`src/rtl/flpc_pkg.sv`:
```
// ----------------------------------------------------------------------------
// flpc_pkg
// Shared types and constants for the linear-phase FIR crossover.
// ----------------------------------------------------------------------------
package flpc_pkg;

	localparam int BANDS = 4;
	localparam int TAP_BITS = 24;
	localparam int TAP_FRAC = 22;
	localparam int ACC_BITS = 64;

	localparam logic CMD_SAMPLE = 1'b0;
	localparam logic CMD_TAP    = 1'b1;

	localparam logic CFG_SPLITS = 1'b0;
	localparam logic CFG_KERNEL = 1'b1;

	typedef enum logic [2:0] {
		ST_IDLE,
		ST_WRITE,
		ST_MAC,
		ST_DRAIN,
		ST_FINISH,
		ST_OUT
	} be_state_t;

endpackage

```
`src/rtl/flpc_front.sv`:
```
// ----------------------------------------------------------------------------
// flpc_front
// Accepts items, drops out-of-range ones, pushes the rest to a 2-entry queue.
// ----------------------------------------------------------------------------
module flpc_front
	import flpc_pkg::*;
#(
	parameter int CHANNELS = 2,
	parameter int SAMPLE_BITS = 24,
	parameter int CH_W = 1
) (
	input  logic                   clk,
	input  logic                   arst_n,
	input  logic                   in_valid,
	output logic                   in_stall,
	input  logic                   in_command,
	input  logic [CH_W-1:0]        in_channel,
	input  logic [SAMPLE_BITS-1:0] in_sample,
	input  logic [1:0]             in_tap_split,
	input  logic [5:0]             in_tap_index,
	input  logic [TAP_BITS-1:0]    in_tap_value,
	input  logic [2:0]             max_splits,
	input  logic [8:0]             taps,
	output logic                   q_valid,
	input  logic                   q_pop,
	output logic                   q_command,
	output logic [CH_W-1:0]        q_channel,
	output logic [SAMPLE_BITS-1:0] q_sample,
	output logic [1:0]             q_tap_split,
	output logic [5:0]             q_tap_index,
	output logic [TAP_BITS-1:0]    q_tap_value
);
	localparam int EW = 1 + CH_W + SAMPLE_BITS + 2 + 6 + TAP_BITS;

	logic [EW-1:0] ent_q [2];
	logic [1:0]    cnt_q;
	logic          rd_q, wr_q;
	logic          acc, keep, push;

	assign in_stall = (cnt_q == 2'd2);
	assign acc = in_valid && !in_stall;
	always_comb begin
		if (in_command == CMD_TAP) begin
			keep = ({1'b0, in_tap_split} < max_splits) && ({3'b0, in_tap_index} < taps);
		end else begin
			keep = (32'(in_channel) < CHANNELS);
		end
	end
	assign push = acc && keep;

	always_ff @(posedge clk) begin
		if (push) begin
			ent_q[wr_q] <= {in_command, in_channel, in_sample, in_tap_split,
				in_tap_index, in_tap_value};
		end
	end

	always_ff @(posedge clk or negedge arst_n) begin
		if (!arst_n) begin
			cnt_q <= '0;
			rd_q <= 1'b0;
			wr_q <= 1'b0;
		end else begin
			if (push) wr_q <= ~wr_q;
			if (q_pop) rd_q <= ~rd_q;
			cnt_q <= cnt_q + {1'b0, push} - {1'b0, q_pop};
		end
	end

	assign q_valid = (cnt_q != 2'd0);
	assign {q_command, q_channel, q_sample, q_tap_split, q_tap_index, q_tap_value} =
		ent_q[rd_q];

	a_pop_ok: assert property (@(posedge clk) disable iff (!arst_n) q_pop |-> q_valid)
		else $error("pop from empty queue");
	a_cnt: assert property (@(posedge clk) disable iff (!arst_n) cnt_q <= 2'd2)
		else $error("queue overflow");
	a_full: assert property (@(posedge clk) disable iff (!arst_n)
		(cnt_q == 2'd2) |-> in_stall) else $error("full queue not stalling");
endmodule

```
`config.mk`:
```
export PLATFORM = sky130hd
export DESIGN_NAME = flpc_front
export DESIGN_NICKNAME = d
export VERILOG_FILES = /design/src/rtl/flpc_pkg.sv /design/src/rtl/flpc_front.sv
export SDC_FILE = /design/constraint.sdc
export NUM_CORES = 1
export LEC_CHECK = 0
export BUFFER_PORTS_ARGS = -buffer_cell sky130_fd_sc_hd__buf_2
export CAP_MARGIN = 20
export CORE_MARGIN = 3
export CORE_UTILIZATION = 51
export DETAILED_ROUTE_END_ITERATION = 16
export MAX_ROUTING_LAYER = met4
export PLACE_DENSITY = 0.79
export SLEW_MARGIN = 20
export SYNTH_ARGS = -nofsm -noshare
export SYNTH_HDL_FRONTEND = slang
export SYNTH_SLANG_ARGS = --single-unit
```
`constraint.sdc`:
```
create_clock -name clk -period 5 [get_ports clk]
set_input_delay 0.25 -clock clk [delete_from_list [all_inputs] [get_ports clk]]
set_output_delay 0.25 -clock clk [all_outputs]
set_load 0.02 [all_outputs]
```
# After elaboration in Yosys (flattened, before gate mapping)

Memories as Yosys holds them, arrays and structs flattened.
Cells that the tools add are included.
Widths: inputs -> output; s select.

Memories kept: 1
Memory bits (writable): 116
Input port bits: 74
Bits in registers: 4
Logic and storage cells: 19
Output and inout bits: 60

Reductions and logical operators: 5
Add/sub/neg operators: 2
Muxes and demuxes: 3
Bitwise operators: 2
Equality and inequality tests: 1
Magnitude comparators: 2

Memories:

| name  | depth | bits a word | read ports | clocked after memory_dff | write ports | line             | RTL |
|---|---|---|---|---|---|---|---|
| ent_q | 2     | 58          | 1          | 0                        | 1           | flpc_front.sv:35 | `logic [EW-1:0] ent_q [2];` |

Operators with widths:

| cell               | number |
|---|---|
| $lt 6x9->1         | 1 |
| $logic_and 1x1->1  | 3 |
| $lt 2x3->1         | 1 |
| $mux 1             | 3 |
| $add 2x1->2        | 1 |
| $eq 2x2->1 const B | 1 |
| $not 1->1          | 2 |
| $reduce_bool 2->1  | 1 |
| $sub 2x1->2        | 1 |
| $logic_not 1->1    | 1 |

# Longest topological paths before layout

Gate-level depths: netlist of run 1.

Depth in word-level cells: 6
Mapped depth: 11
Mapped depth without buffers: 11

# Worst setup path after synthesis of run 1

Ideal clock, no wire load.

Path type: reg2reg
Start point: register cnt_q[1]
End point: memory ent_q[0][0] in the netlist's numbering, enable pin
Buffers on the path: 0
Data required time: 4526 ps
Clock period less this slack: 3999 ps
Setup slack: 1001 ps
Library setup time: 474 ps
Stages on the path, launching flop included: 6
Data arrival time: 3525 ps
Path through: dfrtp_1 > nor2b_1 > nand2b_1 > a211oi_2 > a21oi_4 > nor2_1

Longest elaborated chain between the ends: 6

Ends and longest elaborated chain:

| item                         | line             | RTL |
|---|---|---|
| start, declared              | flpc_front.sv:36 | `logic [1:0] cnt_q;` |
| start signal, assigned       | flpc_front.sv:66 | `cnt_q <= cnt_q + {1'b0, push} - {1'b0, q_pop};` |
| $eq 2x2->1                   | flpc_front.sv:40 | `assign in_stall = (cnt_q == 2'd2);` |
| via in_stall                 | flpc_front.sv:15 | `output logic in_stall,` |
| $logic_not 1->1              | flpc_front.sv:41 | `assign acc = in_valid && !in_stall;` |
| $logic_and 1x1->1            | flpc_front.sv:41 |  |
| $logic_and 1x1->1            | flpc_front.sv:49 | `assign push = acc && keep;` |
| $mux 1                       | flpc_front.sv:52 | `if (push) begin` |
| $mux 1 (not written as such) | flpc_front.sv:53 | `ent_q[wr_q] <= {in_command, in_channel, in_sample, in_tap_split,` |
| end, declared                | flpc_front.sv:35 |  |

The timed path passes the listed nets, and every way through them passes these cells.

# Worst setup path in the final report of run 1

Start point: input in_tap_index[2]
End point: memory ent_q[0][17] in the netlist's numbering, enable pin

Longest elaborated chain between the ends: 6

Ends and longest elaborated chain:

| item                         | line             | RTL |
|---|---|---|
| start, declared              | flpc_front.sv:20 | `input logic [5:0] in_tap_index,` |
| $lt 6x9->1                   | flpc_front.sv:44 | `keep = ({1'b0, in_tap_split} < max_splits) && ({3'b0, in_tap_index} < taps);` |
| $logic_and 1x1->1            | flpc_front.sv:44 |  |
| $mux 1                       | flpc_front.sv:43 | `if (in_command == CMD_TAP) begin` |
| $logic_and 1x1->1            | flpc_front.sv:49 |  |
| $mux 1                       | flpc_front.sv:52 |  |
| $mux 1 (not written as such) | flpc_front.sv:53 |  |

No other way between the ends.

==> run_results.csv, run 1 <==
group,metric,value,unit
place,postPlaceCellArea,5380,um^2
floorplan,io_pins,134,
power,power.density,577,nW/um^2
floorplan,core_area,8460,um^2
logic_synthesis,synth_cells,225,
clocking,ctsResizeCount,0,
route,drt_iter0_markers,132,
final_layout,finalNonFillerCells,551,
timing,setup_viol,0,
route,num_vias,2756,
place,place_worst_setup_slack,2.06,ns
logic_synthesis,synth.top_cell.area_share,76.1,%
route,via_per_inst,5.00,
logic_synthesis,synth_top_area_cell,"edfxtp_1",
timing,finClkSkew,0.00435,ns
timing,maxSlewHeadroom,59.0,%
logic_synthesis,synth.most_common_cell,"edfxtp_1",
global_routing,antenna_found_initial,0,
logic_synthesis,synth_area,4570,um^2
final_layout,nets,516,
timing,fmax,354,MHz
setup_path,rrSetupSlack,2.47,ns
timing,setup_slack,2.18,ns
timing,tightest_slew,0.613,ns
clocking,clk_latency,0.49,ns
place,io_buffer_count,133,
final_layout,syn2layout_area_growth,43.2,%
setup_path,path_class,"in -> reg",
logic_synthesis,yosys-top-cells-count,"edfxtp_1, mux2_2, ha_1, inv_1, buf_2",
clocking,cts_tree,"done",
route,wl_per_cell,16.6,um
setup_path,crit_path_start_kind,"input port",
logic_synthesis,yosys_warnings,0,
logic_synthesis,synth-seq-cells,120,
floorplan,die_w,101,um
power,leakagePower,2.57,nW
setup_path,critPathArrivalTime,2.95,ns
setup_path,crit-reg2reg-launch,"cnt_q[1]",
setup_path,cp-end-kind,"flop",
route,finalWirelength,9.13,mm
timing,rsz0062_at_grt,"no",
clocking,clockBufferDepth,2,
run,cap_viol_max_count,0,
timing,min_period,2.82,ns
timing,post-route-period-util,56.5,%
power,ir_drop,0.000269,V
final_layout,drive_gt1_share,51.8,%
timing,hold_viol_final,0,
route,first_pass_iters,4,
global_routing,track_usage,19.3,%
setup_path,critPathLaunch,"in_tap_index[2]",
global_routing,grt_pass1_wl,14.1,mm
logic_synthesis,synth-async-reset-ratio,3.33,%
place,place_congestion,0.707,
setup_path,reg2reg_to,"ent_q[0][17]",
global_routing,grt_pass1_vias,2906,
status,status,"finished clean",
floorplan,die_area,10100,um^2
clocking,cts_sinks,120,
clocking,root_buffer,"clkbuf_8",
route,drt_drc_violations_left,0,
final_layout,postLayoutCellArea,6550,um^2
setup_path,ff2ff_path_depth,6,
setup_path,cp-endpoint,"ent_q[0][17]",
logic_synthesis,synthTopCellsByArea,"edfxtp_1, mux2_2, dfrtp_1",
logic_synthesis,netlist-cell-type-count,24,
floorplan,start_util,54.0,%
logic_synthesis,syn_nets,307,
place,hpwl,5.75,mm
floorplan,num_rows,33,
logic_synthesis,synth_edf_count,116,
setup_path,worstPathMaxFanout,38,
logic_synthesis,yosysSeqAreaShare,78.3,%
floorplan,fp.dieH,101,um
global_routing,grt_overflow,0,
worst_hold_path,hp-class,"in -> async",
place,placed_cells,459,
clocking,clk_pin_slew,0.05,ns
logic_synthesis,avgSynthCellArea,20.3,um^2
setup_path,cp.required,5.13,ns
clocking,cts_max_level,4,
logic_synthesis,synth_flop_cell,"edfxtp_1",
clocking,cts_buffers,17,
timing,tns,0,ns
timing,holdWs,0.104,ns
route,postRouteAntennaNets,0,
global_routing,grt_max_degree,39,
final_layout,diodes,0,
timing,report.final.slew_viol_count,0,
report_power, final:
group / switching, W / internal, W
registers: 0.0000979 / 0.00140
logic: 0.000695 / 0.000491
clock network: 0.000402 / 0.000698
critical path: stages:
cell and delay [ns]:
dlygate4sd3_1 0.54, buf_2 0.14, ha_1 0.31, a21o_1 0.17, a31oi_1 0.17, o21a_1 0.20, a21oi_4 0.10, nor2_4 0.49
buf_4 0.56
sequential cells by signal, indices dropped and copies added, names as in the netlist:
register and cells:
rd_q 1, cnt_q 2, ent_q 116, wr_q 1
cell families (layout without fill, tap and decap cells):
family                     count (synthesis)  count (layout)  share of synthesized area [%]
DFF                                      120             120                           78.3
muxes                                     58              58                           14.3
adders and majority gates                  8               8                           2.19
buffers and inverters                     15             236                           1.39
and+or+nand+nor                           14              14                           1.83
xor gates and xnor gates                   4               4                          0.766
AOI/OAI and AO/OA                          6               6                           1.20
what timing repair did:
item / in CTS / in global routing
buffers inserted: 0 / 0
endpoints found under the hold margin: 121 / 0
hold buffers: 60 / 0
metrics by stage:
stage	util [%]	power, W
finish	77.4	0.00378
global route	77.4	0.00395
CTS	77.1	0.00380
detailed placement	63.5	0.00266
global placement	63.5	0.00263
floorplan	-	0.00229
per-layer routing:
layer	track usage (%)	routed length [um]	vias up
met5	-	0	-
met4	7.67	129	0
met3	5.19	544	9
met2	31.8	4740	98
met1	22.7	3720	1354
li1	-	-	1295
worst min path at each step:
stage                     cells past startpoint  slack [ns]  endpoint   start
after floorplan                               0       -0.05  cnt_q[0]  arst_n
after global placement                        1        0.06  cnt_q[1]  arst_n
after detailed placement                      1        0.06  cnt_q[0]  arst_n
after CTS                                     2        0.09  cnt_q[0]  arst_n
after global routing                          2        0.11  cnt_q[0]  arst_n
final                                         2        0.10  cnt_q[0]  arst_n
area by class of cell:
class	count	area [um^2]
Clock buffer	17	414
Inverter	8	30.0
Sequential cell	120	3580
Timing Repair Buffer	197	1320
Fill cell	493	1910
Multi-Input combinational cell	90	942
Clock inverter	14	134
Tap cell	105	131
placed cells by master, fill, tap and decap left out, types with 2 or more instances in the layout:
| master | netlist | routed |
|---|---|---|
| mux2_2 | 58 | 58 |
| ha_1 | 8 | 8 |
| clkinv_2 | 0 | 4 |
| buf_2 | 6 | 133 |
| nand2b_1 | 2 | 2 |
| dfrtp_1 | 4 | 3 |
| edfxtp_1 | 116 | 116 |
| nor3_1 | 2 | 2 |
| nor2_1 | 4 | 2 |
| buf_4 | 0 | 3 |
| inv_1 | 8 | 8 |
| clkinv_1 | 0 | 2 |
| clkinvlp_4 | 0 | 5 |
| nor2_4 | 0 | 2 |
| xnor2_1 | 3 | 3 |
| bufinv_16 | 0 | 2 |
| dlygate4sd3_1 | 0 | 60 |
| clkbuf_16 | 0 | 16 |
(Power assumes the default switching activity.)
==> run 2, diff against run 1 <==
==> constraint.sdc (replaced) <==
create_clock -name clk -period 2.63 [get_ports clk]
set_input_delay 0.1315 -clock clk [delete_from_list [all_inputs] [get_ports clk]]
set_output_delay 0.1315 -clock clk [all_outputs]
set_load 0.02 [all_outputs]
==> run_results.csv, run 2 (synthesized netlist as in run 1, its figures left out) <==
group,metric,value,unit
status,status,"finished clean",
power,leakagePower,2.58,nW
floorplan,die_w,101,um
global_routing,grt_pass1_wl,14.2,mm
timing,holdWs,0.284,ns
setup_path,critPathArrivalTime,2.66,ns
route,wl_per_cell,16.4,um
clocking,cts_max_level,4,
final_layout,drive_gt1_share,51.4,%
timing,report.final.slew_viol_count,0,
final_layout,n_fill_cell,479,
setup_path,crit_chain,"dlygate4sd3_1 > buf_2 > ha_1 > nor4b_2 > nand3_1 > o21a_1 > a21oi_4 > ha_1 > inv_1 > ha_1 > xnor2_1 > xnor2_1",
final_layout,largest_reg_flops,116,
route,via_per_inst,4.96,
clocking,root_buffer,"clkbuf_8",
final_layout,mostFrequentLayoutCells,"buf_2, edfxtp_1, dlygate4sd3_1",
setup_path,cp.required,3.04,ns
timing,rsz0062_at_grt,"no",
floorplan,fp.dieH,101,um
clocking,cts_buffers,17,
setup_path,worstPathMaxFanout,4,
place,place_congestion,0.695,
global_routing,grt_pass1_vias,2927,
timing,hold_viol_final,0,
final_layout,reg_top3,"ent_q x116, cnt_q x2",
setup_path,cp-end-kind,"flop",
timing,post-route-period-util,85.5,%
clocking,clk_pin_slew,0.05,ns
setup_path,crit_family,"buffers and inverters",
global_routing,track_usage,19.3,%
clocking,clk_latency,0.49,ns
power,power,0.00718,W
timing,fmax,445,MHz
final_layout,final_common_cell,"buf_2",
timing,tightest_slew,0.438,ns
run,cap_viol_max_count,0,
worst_hold_path,hp-class,"in -> reg",
global_routing,antenna_found_initial,0,
clocking,clockBufferDepth,2,
final_layout,regMostFlops,"ent_q",
place,io_buffer_count,133,
global_routing,grt_overflow,0,
final_layout,syn2layout_area_growth,43.9,%
route,drt_drc_violations_left,0,
final_layout,nets,518,
power,ir_drop,0.000593,V
floorplan,num_rows,33,
floorplan,core_area,8460,um^2
route,first_pass_iters,4,
clocking,cts_sinks,120,
timing,setup_viol,0,
setup_path,cp_slowest_cell,"dlygate4sd3_1",
setup_path,crit_path_start_kind,"input port",
timing,min_period,2.25,ns
power,power.density,1090,nW/um^2
floorplan,die_area,10100,um^2
setup_path,cpPeakStageDelay,0.54,ns
route,drt_iter0_markers,71,
final_layout,diodes,0,
floorplan,start_util,54.0,%
setup_path,critPathMostFrequentCell,"ha_1",
setup_path,path_class,"in -> reg",
place,hpwl,5.62,mm
floorplan,io_pins,134,
route,postRouteAntennaNets,0,
global_routing,grt_max_degree,46,
timing,tns,0,ns
route,finalWirelength,9.08,mm
setup_path,critPathBufInv,3,
timing,finClkSkew,0.00660,ns
route,num_vias,2748,
clocking,cts_tree,"done",
timing,maxSlewHeadroom,70.8,%
[run 2: cell count changes in the layout (fill, tap and decap cells not counted), sizes merged]
cell         change
bufinv           -1
dlygate4sd3      +1
buf              +1
clkinvlp         -1
clkbuf           +1
inv              +3
clkinv           -1
[run 2: worst register-to-register path, cell delays in order, from the launching register on]
cell and delay, ns:
dfrtp_1 0.40, nor2b_1 0.17, nand2b_1 0.19, a211oi_2 0.24
a21oi_4 0.14, ha_1 0.29, inv_1 0.04, ha_1 0.18
xnor2_1 0.17, xnor2_1 0.14
[run 2: stage by stage]
stage,setup WS [ns],instances,utilization [%],cell area [um^2]
global placement,0.576,461,64.1,5430
detailed placement,0.493,461,64.1,5430
CTS,0.455,554,77.8,6580
finish,0.382,554,77.8,6580
global route,0.294,554,77.8,6580
floorplan,-0.396,225,-,4580
[run 2: path summary, 6_finish.rpt]
kind	slack, ns	to	from	cells after the start
worst max-delay path	0.38	cnt_q[1]	in_tap_index[5]	12
worst min register to register	0.49	cnt_q[1]	cnt_q[1]	1
min in group asynchronous	0.56	rd_q	arst_n	3
worst min-delay path	0.28	wr_q	in_valid	5
max in group asynchronous	1.89	rd_q	arst_n	3
worst max register to register	0.62	cnt_q[1]	cnt_q[1]	9
[run 2: layer usage]
layer | vias up | track usage, % | share of wire, %
met4 | 0 | 7.15 | 0.80
li1 | 1304 | - | -
met5 | - | - | 0
met1 | 1341 | 22.8 | 42
met3 | 7 | 4.71 | 5.5
met2 | 96 | 32.1 | 52
[run 2: area by class of cell]
cell class	count	area [um^2]	area share (%)
inverter	8	30.0	0.456
clock inverter	14	124	1.88
tap	105	131	2.00
timing repair buffer	199	1350	20.5
clock buffer	18	418	6.35
sequential	120	3580	54.5
multi-input combinational	90	942	14.3
[run 2: power breakdown]
group,switching (W),leakage [nW],internal [W],total [W]
registers,0.000157,1.13,0.00266,0.00281
logic,0.00135,1.20,0.000966,0.00231
clock network,0.000799,0.251,0.00125,0.00205
[run 2: repair_timing]
action                                  CTS  global route
hold endpoints to repair                121             0
hold buffers                             61             0
endpoints found under the setup margin    0             0
gates resized for setup                   0             0
setup buffers                             0             0
